### src/sv/fsc_pkg.sv
// fsc_pkg: shared types and constants of the freeze-out surface cell
// no dependencies
package fsc_pkg;

   localparam int CSR_IDX_W = 3;
   localparam int DIV_LAT   = 33;

   localparam logic [CSR_IDX_W-1:0] CSR_FREEZE_TEMP = 3'd0;
   localparam logic [CSR_IDX_W-1:0] CSR_CELL_DX     = 3'd1;
   localparam logic [CSR_IDX_W-1:0] CSR_CELL_DY     = 3'd2;
   localparam logic [CSR_IDX_W-1:0] CSR_TIME_STEP   = 3'd3;

   localparam logic [23:0] FREEZE_TEMP_RST = 24'd157286;
   localparam logic [23:0] CELL_DX_RST     = 24'd65536;
   localparam logic [23:0] CELL_DY_RST     = 24'd65536;
   localparam logic [23:0] TIME_STEP_RST   = 24'd65536;

   typedef struct packed {
      logic [23:0] t_old_00;
      logic [23:0] t_old_01;
      logic [23:0] t_old_10;
      logic [23:0] t_old_11;
      logic [23:0] t_new_00;
      logic [23:0] t_new_01;
      logic [23:0] t_new_10;
      logic [23:0] t_new_11;
      logic [23:0] tau_mid;
   } fsc_req_type;

   typedef struct packed {
      logic               cross_t;
      logic               cross_x;
      logic               cross_y;
      logic               found;
      logic signed [31:0] grad_t;
      logic signed [31:0] grad_x;
      logic signed [31:0] grad_y;
      logic signed [31:0] omega_time;
      logic signed [31:0] omega_x;
      logic signed [31:0] omega_y;
   } fsc_rsp_type;

   typedef struct packed {
      logic [23:0] freeze_temp;
      logic [23:0] cell_dx;
      logic [23:0] cell_dy;
      logic [23:0] time_step;
   } fsc_cfg_type;

   typedef struct packed {
      logic signed [26:0] dt;
      logic signed [26:0] dx;
      logic signed [26:0] dy;
      logic               ct;
      logic               cx;
      logic               cy;
      logic [23:0]        tau;
   } fsc_cls_type;

   typedef struct packed {
      logic        ct;
      logic        cx;
      logic        cy;
      logic        tn;
      logic        xn;
      logic        yn;
      logic [25:0] at;
      logic [25:0] ax;
      logic [25:0] ay;
   } fsc_carry_type;

endpackage

### src/sv/fsc_queue.sv
// fsc_queue: short fifo between classification and arithmetic
// depends on fsc_pkg
module fsc_queue #(
   parameter int DEPTH = 2
) (
   input  logic                 clock,
   input  logic                 reset,
   input  logic                 push,
   input  fsc_pkg::fsc_cls_type din,
   input  logic                 pop,
   output logic                 valid,
   output logic                 full,
   output fsc_pkg::fsc_cls_type dout
);

   localparam int AW = (DEPTH > 1) ? $clog2(DEPTH) : 1;
   localparam int CW = $clog2(DEPTH + 1);

   fsc_pkg::fsc_cls_type mem [0:DEPTH-1];
   logic [AW-1:0] wr_ptr_ff, wr_ptr_in, rd_ptr_ff, rd_ptr_in;
   logic [CW-1:0] count_ff, count_in;
   logic          do_push, do_pop;

   assign full    = (count_ff == CW'(DEPTH));
   assign valid   = (count_ff != '0);
   assign do_pop  = pop && valid;
   assign do_push = push && (!full || do_pop);
   assign dout    = mem[rd_ptr_ff];

   always_comb begin
      wr_ptr_in = wr_ptr_ff;
      rd_ptr_in = rd_ptr_ff;
      count_in  = count_ff;
      if (do_push) begin
         wr_ptr_in = (wr_ptr_ff == AW'(DEPTH - 1)) ? '0 : wr_ptr_ff + AW'(1);
      end
      if (do_pop) begin
         rd_ptr_in = (rd_ptr_ff == AW'(DEPTH - 1)) ? '0 : rd_ptr_ff + AW'(1);
      end
      if (do_push && !do_pop) begin
         count_in = count_ff + CW'(1);
      end else if (do_pop && !do_push) begin
         count_in = count_ff - CW'(1);
      end
   end

   always_ff @(posedge clock) begin
      if (reset) begin
         wr_ptr_ff <= '0;
         rd_ptr_ff <= '0;
         count_ff  <= '0;
      end else begin
         wr_ptr_ff <= wr_ptr_in;
         rd_ptr_ff <= rd_ptr_in;
         count_ff  <= count_in;
      end
   end

   always_ff @(posedge clock) begin
      if (do_push) begin
         mem[wr_ptr_ff] <= din;
      end
   end

endmodule

### config.mk
export PLATFORM = sky130hd
export DESIGN_NAME = fsc_queue
export DESIGN_NICKNAME = d
export VERILOG_FILES = /design/src/sv/fsc_pkg.sv /design/src/sv/fsc_queue.sv
export SDC_FILE = /design/constraint.sdc
export NUM_CORES = 1
export LEC_CHECK = 0
export BUFFER_PORTS_ARGS = -buffer_cell sky130_fd_sc_hd__buf_4
export CAP_MARGIN = 20
export CORE_UTILIZATION = 45
export DETAILED_ROUTE_END_ITERATION = 7
export GPL_TIMING_DRIVEN = 0
export HOLD_SLACK_MARGIN = 0.03
export PLACE_DENSITY = 0.7
export SLEW_MARGIN = 10
export SYNTH_ARGS = -nofsm -noshare
export SYNTH_HDL_FRONTEND = slang
export SYNTH_SLANG_ARGS = --single-unit
### constraint.sdc
create_clock -name clock -period 12.3 [get_ports clock]
set_input_delay 2.46 -clock clock [delete_from_list [all_inputs] [get_ports clock]]
set_output_delay 2.46 -clock clock [all_outputs]
set_load 0.05 [all_outputs]
# After elaboration in Yosys (flattened, before gate mapping)
# Memories as Yosys holds them, arrays and structs flattened. A register that Yosys moved wholly into a read port is not among the register bits.
# Index checks and enable logic that the tools add are counted.
# totals
n_memories	1
inputBits	112
reg_bits	4
mem_bits_rw	216
# op_classes
eq_ne	1
n_reduce_logical	10
add_sub_neg	4
n_mux	8
# mem_list
name	words	word_bits	read_ports	rd_ports_with_merged_regs	write_ports	line_no	rtl
mem	2	108	1	1	1	fsc_queue.sv:19	fsc_pkg::fsc_cls_type mem [0:DEPTH-1];
# ops
op	count
$mux 1	6
$logic_and 1x1->1	4
$mux 2	2
$reduce_bool 2->1	2
$logic_not 1->1	3
$add 1x1->1 const B	2
$add 2x1->2 const B	1
$eq 2x2->1 const B	1
$sub 2x1->2 const B	1
$logic_or 1x1->1	1

# Longest topological paths before layout
# depth
word_depth	8
ltp_mapped	6
mapped_depth_nobuf	6

# Worst setup path before layout
# No wires, ideal clock.
# synth_path
path_kind	input -> register
start	input pop
end	memory mem[0][0] (netlist name) (enable)
arrival_ps	7440
setup_time_ps	589
path_slack_ps	4271
path_buffers	0
stages	3
cell_sequence	inv_1 -> a21boi_2 -> nor2b_1
# synth_via
elab_chain_len	5
# synth_lines
item	line_no	rtl
start: declaration	fsc_queue.sv:10	input logic pop,
$logic_and 1x1->1	fsc_queue.sv:26	assign do_pop = pop && valid;
$logic_or 1x1->1	fsc_queue.sv:27	assign do_push = push && (!full || do_pop);
$logic_and 1x1->1	fsc_queue.sv:27	
$mux 1	fsc_queue.sv:60	if (do_push) begin
$mux 1 (implied by the code)	fsc_queue.sv:61	mem[wr_ptr_ff] <= din;
end: declaration	fsc_queue.sv:19	
# No other way between the ends.

==> qor.txt <==
Status = complete, no violations
Gr ovfl total = 0
CTS tree = yes
Worst vdd ir = 0.0001481 V
Global placement routability congestion = 0.7424
Leak pwr = 0.004130 uW
CP max FO = 10
Worst-Skew Late Latency = 500 ps
Final #Nets = 724
Hold buffers post-CTS = 0
Period utilization = 35.09%
Max_cap viols = 0
Root Driver = clkbuf_16
DRC viols = 0
Post-synthesis simple-gate area fraction = 0.6799%
Layout fillers = 1,265
Combinational fraction of design power = 35.2%
DR iter-0 viols = 199
Crit end category = output pin
Die width = 136.1 um
Largest net degree at the start of global routing = 57
Post-route insts no fill = 854
PostCTS Resize Cnt = 0
Post-synth cell types = 20
Site row count = 48
Met3 Use GR = 4.959%
Initial antenna violation count = 1
Die area = 18,540 um^2
Number of global-route vias before repair = 4,365
Util after Layout = 62.47%
Dpl cells = 811
CTS Buf Count = 23
Layout cell share with drive strength beyond 1 = 61.15%
Detailed Route WL = 14,920 um
Routed Antenna Nets = 0
Mapped Area = 8098 um^2
Hpwl dp = 10,090 um
Top area cells in the synthesized netlist = edfxtp_1, mux2_2, mux2_4
Top Ports = 222
Clock share of power = 27.1%
Compound-Gate Fraction of Synth Area = 0.3245%
Startpoint Class = register
Slew Limit Fails = 0
Sequential share of power = 37.7%
Vias per cell = 4.861
Via count = 4,151
Critical path class = register to output pin
Peak Freq = 0.2317 GHz
WP data arrival = 1860 ps
Busiest grt layer = met2
Final Skew = 12.01 ps
Port Buffers = 221
Avg Inst Size Synth = 22.43 um^2
Cells after Synth = 361
Chip Height = 136.1 um
Share of the synthesized area in the top cell type = 80.10%
Starting Density = 46.49%
# H-tree levels = 1
Max clock buf depth = 3
Hold WC Path Type = register to register
P_sw = 858.2 uW
Post-CTS Repair Setup Buffers = 0
Combinational family with the most area after synthesis = multiplexers
Met1 Resource Use GR = 17.95%
Pint = 1633 uW
FF+latch count, synth = 221
Core area = 17,420 um^2
Tightest Pin Transition = 830.2 ps
Post-route minimum period = 4316 ps
Most common cell after layout, fill and taps aside = buf_4
Critical path required time = 9840 ps
First drt pass iteration count = 4
Setup Viol. Count Final = 0
Synth Area in Adders = 0.1545%
CTS Sinks = 221
Register area share after synthesis = 81.33%
Total negative slack = 0 ps
Post-synth top area cell = edfxtp_1
Met2 usage = 27.47%
Proportion of synthesized area in mux cells = 16.08%
Wire per inst = 17.47 um
Switching share of power = 34.45%
Final hold violation count = 0
Slew headroom = 44.53%
Area Growth Syn to Fin = 34.36%
Syn. warnings = 0
RSZ-0062 raised after global routing = no
First-pass GRT wire length = 22,190 um
Power density cells = 228.9 nW/um^2
Tot GR Track Use = 15.71%
Commonest non-fill, non-tap cells in the layout = buf_4, edfxtp_1, mux2_2
Synth Area in XOR/XNOR = 0.3245%
Post-synth net total = 474
Clk pin slew, worst setup/hold paths = 60 ps
-- synth_stat cells --
master,instances
ha_1,1
o21ai_0,1
xor2_1,3
nor2b_2,1
mux2_2,88
nor2b_1,2
inv_1,1
mux2_4,20
edfxtp_1,216
or3_1,1
buf_6,4
nor2_1,4
dfxtp_1,5
mux2_1,1
and2_1,1
a21boi_2,1
o21ai_1,1
or2_2,1
a21oi_1,1
buf_2,8
-- power by group through the flow --
stage                     sequential [uW]  clock, uW  combinational (uW)
after floorplan                       960          0                 631
after global placement                970          0                 866
after CTS                             939        692                 890
after global routing                  945        718                 918
after detailed placement              955          0                 886
final                                 939        674                 878
-- logic make-up after synthesis --
logic type | Yosys count
flip-flops | 221
AND/OR/NAND/NOR | 10
multiplexers | 109
buffers and inverters | 13
AO/OA/AOI/OAI | 4
XOR/XNOR | 3
adder cells (fa/ha/maj) | 1
-- final cells by class --
| class | instances | area (um^2) | share of cell area (%) |
|---|---|---|---|
| clock inverter | 16 | 155.1 | 1.426 |
| multi-input combinational | 127 | 1433 | 13.17 |
| antenna | 1 | 2.502 | 0.02300 |
| sequential | 221 | 6586 | 60.53 |
| timing repair buffer | 225 | 1747 | 16.05 |
| clock buffer | 26 | 586.8 | 5.393 |
| inverter | 1 | 3.754 | 0.03450 |
| buffer | 12 | 85.08 | 0.7820 |
| tap | 225 | 281.5 | 2.587 |
-- through the flow --
step | hold slack, ps | setup slack [ps] | total power, uW | cell area (um^2)
after floorplan | 468.6 | 4271 | 1591 | 8098
after global placement | 488.2 | 1686 | 1835 | 10040
after detailed placement | 501.7 | 7842 | 1841 | 10140
after CTS | 517.2 | 7934 | 2521 | 10880
after global routing | 556.3 | 7907 | 2581 | 10880
final | 510.2 | 7984 | 2491 | 10880
-- worst paths after layout --
check / from / endpoint / slack [ps] / depth (start not counted)
setup / recovery: register / dout[76] / 7980 / 5
hold / removal: rd_ptr_ff / rd_ptr_ff / 510 / 2
hold reg to reg: rd_ptr_ff / rd_ptr_ff / 510 / 2
setup reg to reg: count_ff[1] / mem[0][16] / 9940 / 5
-- flip-flops by register name (all words and copies together), names as in the netlist, named ones only --
signal     flops
rd_ptr_ff      1
count_ff       2
mem          216
wr_ptr_ff      1
-- critical path: stages, from the launching register on --
cell	delay, ps
dfxtp_1	330
buf_6	160
buf_6	170
buf_6	190
mux2_4	310
buf_4	190
-- metal layers --
layer | wire (um) | part of all wire [%]
met5 | 0 | 0
met1 | 5578 | 37
met3 | 1202 | 8.1
met2 | 7737 | 52
met4 | 399 | 2.7
Power figures use the tool's default switching activity.
