[src/sv/fsc_pkg.sv]
// fsc_pkg: shared types and constants of the freeze-out surface cell
// no dependencies
package fsc_pkg;

   localparam int CSR_IDX_W = 3;
   localparam int DIV_LAT   = 33;

   localparam logic [CSR_IDX_W-1:0] CSR_FREEZE_TEMP = 3'd0;
   localparam logic [CSR_IDX_W-1:0] CSR_CELL_DX     = 3'd1;
   localparam logic [CSR_IDX_W-1:0] CSR_CELL_DY     = 3'd2;
   localparam logic [CSR_IDX_W-1:0] CSR_TIME_STEP   = 3'd3;

   localparam logic [23:0] FREEZE_TEMP_RST = 24'd157286;
   localparam logic [23:0] CELL_DX_RST     = 24'd65536;
   localparam logic [23:0] CELL_DY_RST     = 24'd65536;
   localparam logic [23:0] TIME_STEP_RST   = 24'd65536;

   typedef struct packed {
      logic [23:0] t_old_00;
      logic [23:0] t_old_01;
      logic [23:0] t_old_10;
      logic [23:0] t_old_11;
      logic [23:0] t_new_00;
      logic [23:0] t_new_01;
      logic [23:0] t_new_10;
      logic [23:0] t_new_11;
      logic [23:0] tau_mid;
   } fsc_req_type;

   typedef struct packed {
      logic               cross_t;
      logic               cross_x;
      logic               cross_y;
      logic               found;
      logic signed [31:0] grad_t;
      logic signed [31:0] grad_x;
      logic signed [31:0] grad_y;
      logic signed [31:0] omega_time;
      logic signed [31:0] omega_x;
      logic signed [31:0] omega_y;
   } fsc_rsp_type;

   typedef struct packed {
      logic [23:0] freeze_temp;
      logic [23:0] cell_dx;
      logic [23:0] cell_dy;
      logic [23:0] time_step;
   } fsc_cfg_type;

   typedef struct packed {
      logic signed [26:0] dt;
      logic signed [26:0] dx;
      logic signed [26:0] dy;
      logic               ct;
      logic               cx;
      logic               cy;
      logic [23:0]        tau;
   } fsc_cls_type;

   typedef struct packed {
      logic        ct;
      logic        cx;
      logic        cy;
      logic        tn;
      logic        xn;
      logic        yn;
      logic [25:0] at;
      logic [25:0] ax;
      logic [25:0] ay;
   } fsc_carry_type;

endpackage

[src/sv/fsc_front.sv]
// fsc_front: face sums, differences and crossing flags of one cell
// depends on fsc_pkg
module fsc_front (
   input  logic                clock,
   input  logic                reset,
   input  logic                accept,
   input  fsc_pkg::fsc_req_type req,
   input  logic [23:0]         freeze_temp,
   output logic                valid,
   output fsc_pkg::fsc_cls_type item
);

   logic                 valid_ff;
   fsc_pkg::fsc_cls_type item_ff;
   fsc_pkg::fsc_cls_type item_in;
   logic [25:0] stm, stp, sxm, sxp, sym, syp, f4;

   function automatic logic crosses(input logic [25:0] sp, input logic [25:0] sm,
                                    input logic [25:0] f);
      return (sp > f && sm < f) || (sp < f && sm > f);
   endfunction

   always_comb begin
      stm = 26'(req.t_old_00) + 26'(req.t_old_01) + 26'(req.t_old_10) + 26'(req.t_old_11);
      stp = 26'(req.t_new_00) + 26'(req.t_new_01) + 26'(req.t_new_10) + 26'(req.t_new_11);
      sxm = 26'(req.t_old_00) + 26'(req.t_new_00) + 26'(req.t_old_01) + 26'(req.t_new_01);
      sxp = 26'(req.t_old_10) + 26'(req.t_new_10) + 26'(req.t_old_11) + 26'(req.t_new_11);
      sym = 26'(req.t_old_00) + 26'(req.t_new_00) + 26'(req.t_old_10) + 26'(req.t_new_10);
      syp = 26'(req.t_old_01) + 26'(req.t_new_01) + 26'(req.t_old_11) + 26'(req.t_new_11);
      f4  = {freeze_temp, 2'b00};
      item_in.dt  = $signed({1'b0, stp}) - $signed({1'b0, stm});
      item_in.dx  = $signed({1'b0, sxp}) - $signed({1'b0, sxm});
      item_in.dy  = $signed({1'b0, syp}) - $signed({1'b0, sym});
      item_in.ct  = crosses(stp, stm, f4);
      item_in.cx  = crosses(sxp, sxm, f4);
      item_in.cy  = crosses(syp, sym, f4);
      item_in.tau = req.tau_mid;
   end

   always_ff @(posedge clock) begin
      if (reset) begin
         valid_ff <= 1'b0;
      end else begin
         valid_ff <= accept;
      end
   end

   always_ff @(posedge clock) begin
      if (accept) begin
         item_ff <= item_in;
      end
   end

   assign valid = valid_ff;
   assign item  = item_ff;

endmodule

[config.mk]
export PLATFORM = sky130hd
export DESIGN_NAME = fsc_front
export DESIGN_NICKNAME = d
export VERILOG_FILES = /design/src/sv/fsc_pkg.sv /design/src/sv/fsc_front.sv
export SDC_FILE = /design/constraint.sdc
export NUM_CORES = 1
export LEC_CHECK = 0
export ABC_CLOCK_PERIOD_IN_PS = 11700
export BUFFER_PORTS_ARGS = -buffer_cell sky130_fd_sc_hd__buf_2
export CAP_MARGIN = 25
export CORE_MARGIN = 2
export CORE_UTILIZATION = 30
export CTS_BUF_LIST = sky130_fd_sc_hd__clkbuf_8
export CTS_CLUSTER_SIZE = 16
export DETAILED_ROUTE_END_ITERATION = 12
export PLACE_DENSITY = 0.49
export SETUP_SLACK_MARGIN = 0.5
export SLEW_MARGIN = 20
export SYNTH_ARGS = -nofsm -noshare
export SYNTH_HDL_FRONTEND = slang
export SYNTH_SLANG_ARGS = --single-unit
[constraint.sdc]
create_clock -name clock -period 11.7 [get_ports clock]
set_clock_uncertainty 0.15 [all_clocks]
set_input_delay 1.17 -clock clock [delete_from_list [all_inputs] [get_ports clock]]
set_output_delay 1.17 -clock clock [all_outputs]
set_load 0.03 [all_outputs]
# Word-level counts from Yosys, hierarchy flattened
# Index checks and enable logic that the tools add are counted.
# W data, S select, Z words.
# totals
register_bits,109
mem_bits_rw,0
latchBits,0
memories,0
out_inout_bits,109
wordCells,49
mem_bits_ro,0
inputBits,243
# op_classes
n_mul,0
eq_ne,0
muxes,0
reduce_logical,9
addsub,20
bitwise_logic,0
n_shift,0
magnitude_cmp,12
n_div,0
# ops
operator,n
$add A26 B24 Y26,7
$gt A26 B26 Y1,6
$lt A26 B26 Y1,6
$add A25 B24 Y26,5
$add A24 B24 Y25,5
$sub A26 B26 Y27,3
$logic_and A1 B1 Y1,6
$logic_or A1 B1 Y1,3

# Depth between registers and ports, before layout
# logic_depth
ltp_word,6
mapped_depth,29
ltp_nobuf,27

# Worst setup path before layout
# No wires, ideal clock.
# synth_timing
path_type,input port to flip-flop
start,input req[96] (netlist name)
end,"register item_ff, in the netlist item[24] (data pin)"
t_required_ns,11.293
path_stages,26
slack_ns,4.417
n_path_buf,1
t_arrival_ns,6.876
setup_time_ns,0.257
path_cell_list,ha_1 -> inv_1 -> fa_1 -> nor2b_1 -> o21ba_2 -> o21a_1 -> o211ai_1 -> a21boi_0 -> or2_2 -> o311ai_0 -> fa_1 -> ha_1 -> clkbuf_1 -> and3_1 -> a221oi_1 -> o31ai_1 -> a311oi_1 -> o21ai_0 -> a21o_1 -> xor2_1 -> ha_1 -> and4_1 -> nand4_1 -> or3_1 -> or4_1 -> o2bb2ai_1
# synth_rtl
item,line,rtl
start: declaration,fsc_front.sv:7,"input fsc_pkg::fsc_req_type req,"
end signal: assignment,fsc_front.sv:50,item_ff <= item_in;
end: declaration,fsc_front.sv:14,fsc_pkg::fsc_cls_type item_ff;

==> metrics.txt <==
status=completed; max_slew headroom=a little under a quarter; Final Wtd Congestion=around 0.96; PortBufs=approximately 350; core area=~80000 µm²; Period minus WS final=8.40 ns; final core occ=34.5%; IO Pins=352; GR Util All Layers=23.1%; DIE AREA=about 82000 µm²; post-route clock period utilization=71.8%; post-synthesis cell count=2556; Worst Hold Slack=0.744 ns; DRC=0; Mapped Nets=3439; Detailed Route Iter0 Violations=1596; Max H-tree Level=3; Overflow after GRT=0; Setup crit start=req[96]; Die W=287 µm; Max Slew Vio Count=0; post-synthesis register bit count=109; total wire length=96.5 mm; synthesized area per cell=~9.4 µm²; drt pass-1 iters=5; via count=~21000; CTS resizes=0; Initial Utilization=a little under a third; die height=287 µm; Routed WL per cell=24.4 µm; Worst-path clk slew=0.12 ns; CTS tree=yes; largest net degree at the start of global routing=79; nets@finish=3774; Post-synth EDFFs=108; global-route wire length before repair=140 mm; Sink Count=109; ANT nets after route=0; final hold vios=0; HP Class=in2reg; initial antenna violation count=10; asr flop ratio synth=0%; top_reg_cell synth=edfxtp_1; hold_buf cts=0; Worst Setup Start Kind=input pin; critical path data arrival time=~8.4 ns; Clock Tree Buf Depth=2; post-synth cell types=81; Crit Path Category=in2reg; Crit. End Element=flip-flop; DP Cell Count=~3900; register area share after synthesis=13.6%; non-filler cells, final=3952; TritonCTS Buffers=9; Synth Warn #=0; Via density=5.41; post-DP HPWL=86.7 mm; share of cells above drive strength 1=14.7%; area grow syn2layout=13.5%; vias in the first global route=21428; Req. time, crit path=11.66 ns; RSZ-0062 raised after global routing=false; CP endpoint=item[77]; maxcap violations=0; synthesized cell area=24100 µm²; Final setup violation count=0; Critical Path Fanout Max=6; setup bufs post-CTS=0; maximum clock rate=0.119 GHz; # rows=between 100 and 150; root buf cell=clkbuf_8; Slew @ Worst Pin=around 1.1 ns; TNS Setup=0 ns
## through the flow
step	setup WS, ns	area, µm²
after floorplan	4.42	24100
after global placement	2.65	27100
after detailed placement	2.53	27100
after CTS	2.97	27300
after global routing	2.80	27300
final	3.30	27300
## final cells by class
class	count	area [µm²]
Sequential cell	109	3260
Clock inverter	7	91.3
Multi-Input combinational cell	2251	20100
Clock buffer	9	124
Inverter	163	612
Fill cell	8228	51900
Tap cell	1050	1310
Antenna cell	6	15.0
Timing Repair Buffer	357	1820
## registers in the layout, summed over array words and instances (netlist names)
| signal | count |
|---|---|
| item | 108 |
| valid | 1 |
## kinds of logic (layout without fill, tap and decap cells)
group / count (synthesis) / in the layout / share of synthesized area, %
flip-flops: 109 / 109 / 13.6
adder cells (fa/ha/maj): 640 / 640 / 41.0
AO/OA/AOI/OAI: 804 / 804 / 22.1
multiplexers: 10 / 10 / 0.416
buffers and inverters: 196 / 536 / 3.06
XOR/XNOR: 210 / 210 / 7.64
AND/OR/NAND/NOR: 587 / 587 / 12.3
other: 0 / 6 / 0
## worst min path at each step
stage	depth (start not counted)	from	end
floorplan	1	reset	valid
CTS	2	reset	valid
detailed placement	2	reset	valid
global placement	2	reset	valid
finish	2	reset	valid
global route	2	reset	valid
## cell usage after synthesis (all sizes together), types with 7 or more instances
cell type | number | area share, %
a21oi | 228 | 4.7
or3 | 19 | 0.49
ha | 394 | 20
a21o | 149 | 4.7
a221oi | 8 | 0.29
nor2 | 135 | 2.1
nor4 | 7 | 0.21
a31o | 11 | 0.40
mux2i | 10 | 0.42
and3 | 28 | 0.73
inv | 163 | 2.5
o31ai | 15 | 0.47
and2 | 15 | 0.39
and4 | 9 | 0.33
o211ai | 25 | 0.80
o21bai | 25 | 0.78
nand2b | 23 | 0.60
o21a | 41 | 1.3
edfxtp | 108 | 13
xnor2 | 128 | 4.7
o311ai | 8 | 0.32
nor2b | 36 | 0.94
o22ai | 11 | 0.29
nand4 | 51 | 1.3
nand2 | 120 | 1.9
nor3 | 46 | 0.96
xor2 | 82 | 3.0
a211oi | 29 | 0.90
nand3 | 66 | 1.4
a311oi | 7 | 0.25
o31a | 12 | 0.44
or2 | 18 | 0.47
fa | 246 | 20
a2111oi | 7 | 0.26
o21ai | 137 | 2.9
a31oi | 20 | 0.55
clkbuf | 32 | 0.50
a211o | 10 | 0.37
## critical path: stages
cell and delay [ns]:
buf_2 0.11, ha_1 0.23, inv_1 0.08, fa_1 0.21, nor2b_1 0.10, o21ba_2 0.23
o21a_1 0.21, o211ai_1 0.36, a21boi_0 0.23, or2_2 0.31, o311ai_0 0.80, fa_1 0.57
ha_1 0.38, and2_1 0.19, a221o_1 0.36, o31ai_1 0.23, buf_4 0.20, xnor2_1 0.20
inv_1 0.09, ha_1 0.39, a21o_1 0.21, a21oi_1 0.24, nor2b_1 0.21, a22oi_1 0.15
mux2i_1 0.17, a2111oi_0 0.72
## metal layers
metal / track usage (%) / routed length [µm] / vias up
met3: 2.70 / 5050 / 118
met4: 7.89 / 3770 / 10
li1: - / - / 10148
met5: 0 / 48 / -
met2: 41.7 / 48500 / 756
met1: 28.3 / 39100 / 10342
## layout by cell type, fill, tap and decap left out, types with 10 or more instances in the layout
| cell | n |
|---|---|
| nand2_1 | 120 |
| xor2_1 | 82 |
| buf_2 | 350 |
| o22ai_1 | 11 |
| o21bai_1 | 25 |
| a21oi_1 | 228 |
| or2_2 | 18 |
| a31o_2 | 11 |
| inv_1 | 163 |
| nor2_1 | 135 |
| a21o_1 | 148 |
| o21a_1 | 41 |
| mux2i_1 | 10 |
| nor3_1 | 46 |
| a211oi_1 | 29 |
| nand2b_1 | 23 |
| edfxtp_1 | 108 |
| fa_1 | 246 |
| o31ai_1 | 15 |
| xnor2_1 | 128 |
| o21ai_0 | 133 |
| or3_1 | 19 |
| and3_1 | 28 |
| o31a_1 | 12 |
| and2_1 | 15 |
| nand3_1 | 66 |
| o211ai_1 | 24 |
| a31oi_1 | 19 |
| nor2b_1 | 36 |
| ha_1 | 394 |
| nand4_1 | 51 |
Power is not shown: default switching activity piles up to over one toggle a cycle in this logic, so the estimate is an artifact.
